**src/rtl/cht_ram.sv**
```systemverilog
// Generic single-write, single-read RAM with registered read data.
// No dependencies; used for the bucket head table and the node pool.
module cht_ram #(
    parameter int WIDTH = 8,
    parameter int DEPTH = 256
) (
    input  logic                     aclk,
    input  logic                     we,
    input  logic [$clog2(DEPTH)-1:0] waddr,
    input  logic [WIDTH-1:0]         wdata,
    input  logic                     re,
    input  logic [$clog2(DEPTH)-1:0] raddr,
    output logic [WIDTH-1:0]         rdata
);

    logic [WIDTH-1:0] mem_reg [DEPTH];
    logic [WIDTH-1:0] rdata_reg;

    always_ff @(posedge aclk) begin
        if (we) begin
            mem_reg[waddr] <= wdata;
        end
        if (re) begin
            rdata_reg <= mem_reg[raddr];
        end
    end

    assign rdata = rdata_reg;

endmodule

```
**config.mk**
```make
export PLATFORM = sky130hd
export DESIGN_NAME = cht_ram
export DESIGN_NICKNAME = d
export VERILOG_FILES = /design/src/rtl/cht_ram.sv
export SDC_FILE = /design/constraint.sdc
export NUM_CORES = 2
export LEC_CHECK = 0
export BUFFER_PORTS_ARGS = -buffer_cell sky130_fd_sc_hd__buf_2
export CAP_MARGIN = 20
export CORE_MARGIN = 1.5
export CORE_UTILIZATION = 35
export DETAILED_ROUTE_END_ITERATION = 10
export GPL_TIMING_DRIVEN = 0
export HOLD_SLACK_MARGIN = 0.15
export SLEW_MARGIN = 20
export SYNTH_ARGS = -nofsm -noshare
export SYNTH_HDL_FRONTEND = slang
export SYNTH_SLANG_ARGS = --single-unit
```
**constraint.sdc**
```tcl
create_clock -name aclk -period 3.5 [get_ports aclk]
set_clock_uncertainty 0.05 [all_clocks]
set_input_delay 0.7 -clock aclk [delete_from_list [all_inputs] [get_ports aclk]]
set_output_delay 0.7 -clock aclk [all_outputs]
set_load 0.005 [all_outputs]
```
======== Word level (Yosys, flattened, before mapping) ========
Memories as Yosys holds them, arrays and structs flattened. A register that Yosys moved wholly into a read port is not among the register bits.
Index checks and enable logic that the tools add are counted.
word-level totals
  register bits after elaboration ......... 0
  input port bits ......................... 27
  output and inout bits ................... 8
  bits in writable memories ............... 2048
  logic and storage cells ................. 3
  memories ................................ 1
memory list
  name     words  width  rd ports  clocked after Yosys merged registers in  write ports  line  text
  mem_reg  256    8      1         1                                        1            16    logic [WIDTH-1:0] mem_reg [DEPTH];
cells by class
  multiplexer cells ....................... 2
operators by type and width
  cell              count
  1-bit 2-to-1 mux  2

======== Longest topological paths before layout ========
  word-level depth ........................ 2
  gate-level depth with buffers ........... 11
  gate-level depth less buffers ........... 6

======== Worst setup path before layout ========
OpenSTA, ideal clock, no wires.
  kind .................................... input port to flip-flop
  from .................................... input port raddr[0]
  to ...................................... register rdata_reg[2], in the netlist rdata[2] (read register of mem_reg), data pin
  path buffers ............................ 4
  cell stages on the path ................. 9
  data required time ...................... 3.181 ns
  data arrival time ....................... 2.507 ns
  setup time .............................. 0.269 ns
  slack ................................... 0.674 ns
  cells stage by stage .................... buf_6 buf_12 buf_8 buf_2 mux4_2 a22oi_1 a21oi_1 nor4_1 nor4_2
RTL lines
  item         line  text
  from (decl)  12    input logic [$clog2(DEPTH)-1:0] raddr,
  to (decl)    17    logic [WIDTH-1:0] rdata_reg;

==> flow_summary.json <==
{
  "syn_area_per_cell_um2": 21.3,
  "violations": "negative setup slack",
  "drive_above_1_share_pct": 24.4,
  "status": "complete, but fails checks",
  "synth.distinct_cells": 54,
  "ys_seq_area_share_pct": 77.5,
  "clock.fmax_mhz": 275,
  "yosysTopAreaCellShare_pct": 77.5,
  "ys.flop_type": "edfxtp_1",
  "grt_antenna_before_repair": 32,
  "grt_pass1_vias": 40800,
  "ff2ff_setup_slack_ps": 480,
  "syn-num-nets": 3760,
  "ioPinCount": 35,
  "area_growth_pct": 15.1,
  "first_iter_violations": 6397,
  "synth_seq_cells": 2056,
  "track_usage_pct": 20.9,
  "finalCritPeriodShare_pct": 104,
  "first_pass_iters": 6,
  "timing.slew.headroom_pct": 23.5,
  "power.density_nw_per_um2": 563,
  "synthTopCellsByCount": "edfxtp_1 (2056), mux4_2 (454), nor2_1 (282)",
  "core_area_um2": 226000,
  "clock_latency_ps": 890,
  "worstReg2RegEnd": "rdata[3]",
  "largest_register_ffs": 2048,
  "die_height_um": 480,
  "numCtsBuffers": 207,
  "power.leakage_nw": 28.0,
  "ant_nets": 0,
  "synth_top_cell_by_area": "edfxtp_1",
  "cp-end-kind": "register",
  "multi_input_area_um2": 16800,
  "cts_tree": "built",
  "endpoint": "rdata[1]",
  "fin_crit_ps": 3640,
  "dieArea_um2": 230000,
  "cp-start-kind": "input port",
  "r2r_cells": 6,
  "maxSlewViolCount": 0,
  "dieWidth_um": 480,
  "row_count": 174,
  "ctsHtreeMaxLevel": 4,
  "synth-edff-count": 2056,
  "netlist_instances": 3733,
  "yosysMostFrequentCell": "edfxtp_1",
  "cap_violations": 0,
  "synth_area_leaders": "edfxtp_1 (78%), mux4_2 (13%), mux2i_1 (1.7%)",
  "worstPathRequired_ps": 4050,
  "path_clk_slew_ps": 60,
  "r2r_start": "mem_reg[83][3]",
  "critPathMaxFanout": 10,
  "vias": 41600,
  "setup_viol": 6,
  "slowest_delay_ps": 790,
  "grt.overflow.total": 0,
  "cp-startpoint": "raddr[4]",
  "clockRootBuffer": "clkbuf_16",
  "dp_hpwl_um": 165000,
  "seqCellArea_um2": 61700,
  "start_util_pct": 35.3,
  "cp_common_cell": "clkbuf_2",
  "grt_pass1_wl_um": 332000,
  "p_total_mw": 51.6,
  "cts_buffer_depth": 3,
  "numPortBuffers": 27,
  "netlist_area_um2": 79600,
  "arrival_ps": 4190,
  "gp_congestion": 0.927,
  "wirelength_um": 245000,
  "cts_setup_buffers": 0,
  "utilization_pct": 40.6,
  "vias_per_cell": 5.78,
  "cts_sinks": 2056,
  "synth-async-reset-ratio_pct": 0,
  "fin_ws_ps": -137,
  "worst_slew_pin_slew_ps": 1140,
  "crit_chain": "buf_2 -> buf_4 -> clkbuf_2 -> clkbuf_2 -> clkbuf_2 -> a2111oi_2 -> nor3_2 -> nor4_4",
  "hold_path_class": "in -> reg",
  "yosysWarnings": 0,
  "path_class": "in -> reg",
  "post_drt_wl_per_cell_um": 34.1,
  "fillers": 19800,
  "grt_max_degree": 129,
  "drcViolationCount": 0,
  "ir_drop_mv": 0.523,
  "final-hold-violation-count": 0,
  "fin_nets": 4039,
  "cp_slowest_cell": "a2111oi_2",
  "rsz0062_at_grt": "yes"
}
[metrics by stage]
step	setup slack, ps	instance area [um2]	hold WS (ps)	setup TNS, ps	instances
after floorplan	674	79600	749	0	3733
after CTS	-10.5	91600	154	-10.5	7178
after global placement	-2890	83500	986	-4030950	6752
final	-137	91700	212	-479	7193
after global routing	-40.6	91600	179	-40.6	7184
after detailed placement	-2100	84700	885	-182110	6792
[cells by family (layout without fill, tap and decap cells)]
| logic type | count (synthesis) | in the layout | synth area share (%) |
|---|---|---|---|
| buf+inv | 235 | 688 | 1.83 |
| mux | 591 | 591 | 14.6 |
| flops | 2056 | 2056 | 77.5 |
| simple gates | 466 | 466 | 2.63 |
| compound gates | 385 | 385 | 3.42 |
| other cells | 0 | 15 | 0 |
[critical path: cells and delay by family]
kind                   cells  cell delay, ps
buffers and inverters      5            1780
and+or+nand+nor            2             800
AOI/OAI and AO/OA          1             790
[where the power goes]
group | switching, mW | internal [mW] | leakage [nW]
combinational | 2.08 | 0.955 | 6.38
clock | 9.74 | 11.6 | 3.15
sequential | 0.0142 | 27.2 | 18.5
[placed cells by master (no fill, tap or decap), types with 55 or more instances in the layout]
cell	synthesis	final
clkbuf_1	111	102
mux2i_1	134	134
a21oi_1	96	96
clkbuf_16	0	207
clkinv_1	1	60
edfxtp_1	2056	2056
a22oi_1	133	132
nor2_1	282	278
clkbuf_2	0	55
mux4_2	454	454
[final cells by class]
cell class	count	area share, %
diodes	15	0.0409
plain buffers	232	1.73
clock buffers	255	5.85
clock inverters	128	1.29
inverters	2	0.00819
multi-input cells	1442	18.3
flip-flops and latches	2056	67.4
well taps	2992	4.08
repair buffers	71	1.33
[worst min-delay path by stage]
stage | from | to | slack [ps] | depth (start not counted)
CTS | wdata[3] | mem_reg[129][3] | 150 | 1
floorplan | wdata[0] | mem_reg[0][0] | 750 | 0
global placement | re | rdata[5] | 990 | 1
global route | wdata[3] | mem_reg[129][3] | 180 | 1
finish | wdata[3] | mem_reg[142][3] | 210 | 1
detailed placement | wdata[6] | mem_reg[146][6] | 880 | 1
[what timing repair did]
item | CTS | global route
gates resized for setup | 80 | 14
pin swaps | 1 | 0
setup endpoints to repair | 8 | 8
hold buffers | 4 | 0
hold endpoints to repair | 48 | 0
[metal layers]
metal  global-route usage, %  vias up  wire length (um)
met5                       0        -                94
met4                    9.23       14             11300
met3                    6.16      465             27900
met2                    32.1     2519            113000
met1                    27.6    22300             93100
li1                        -    16300                 -
No activity file was read; power rests on OpenSTA's default activity.
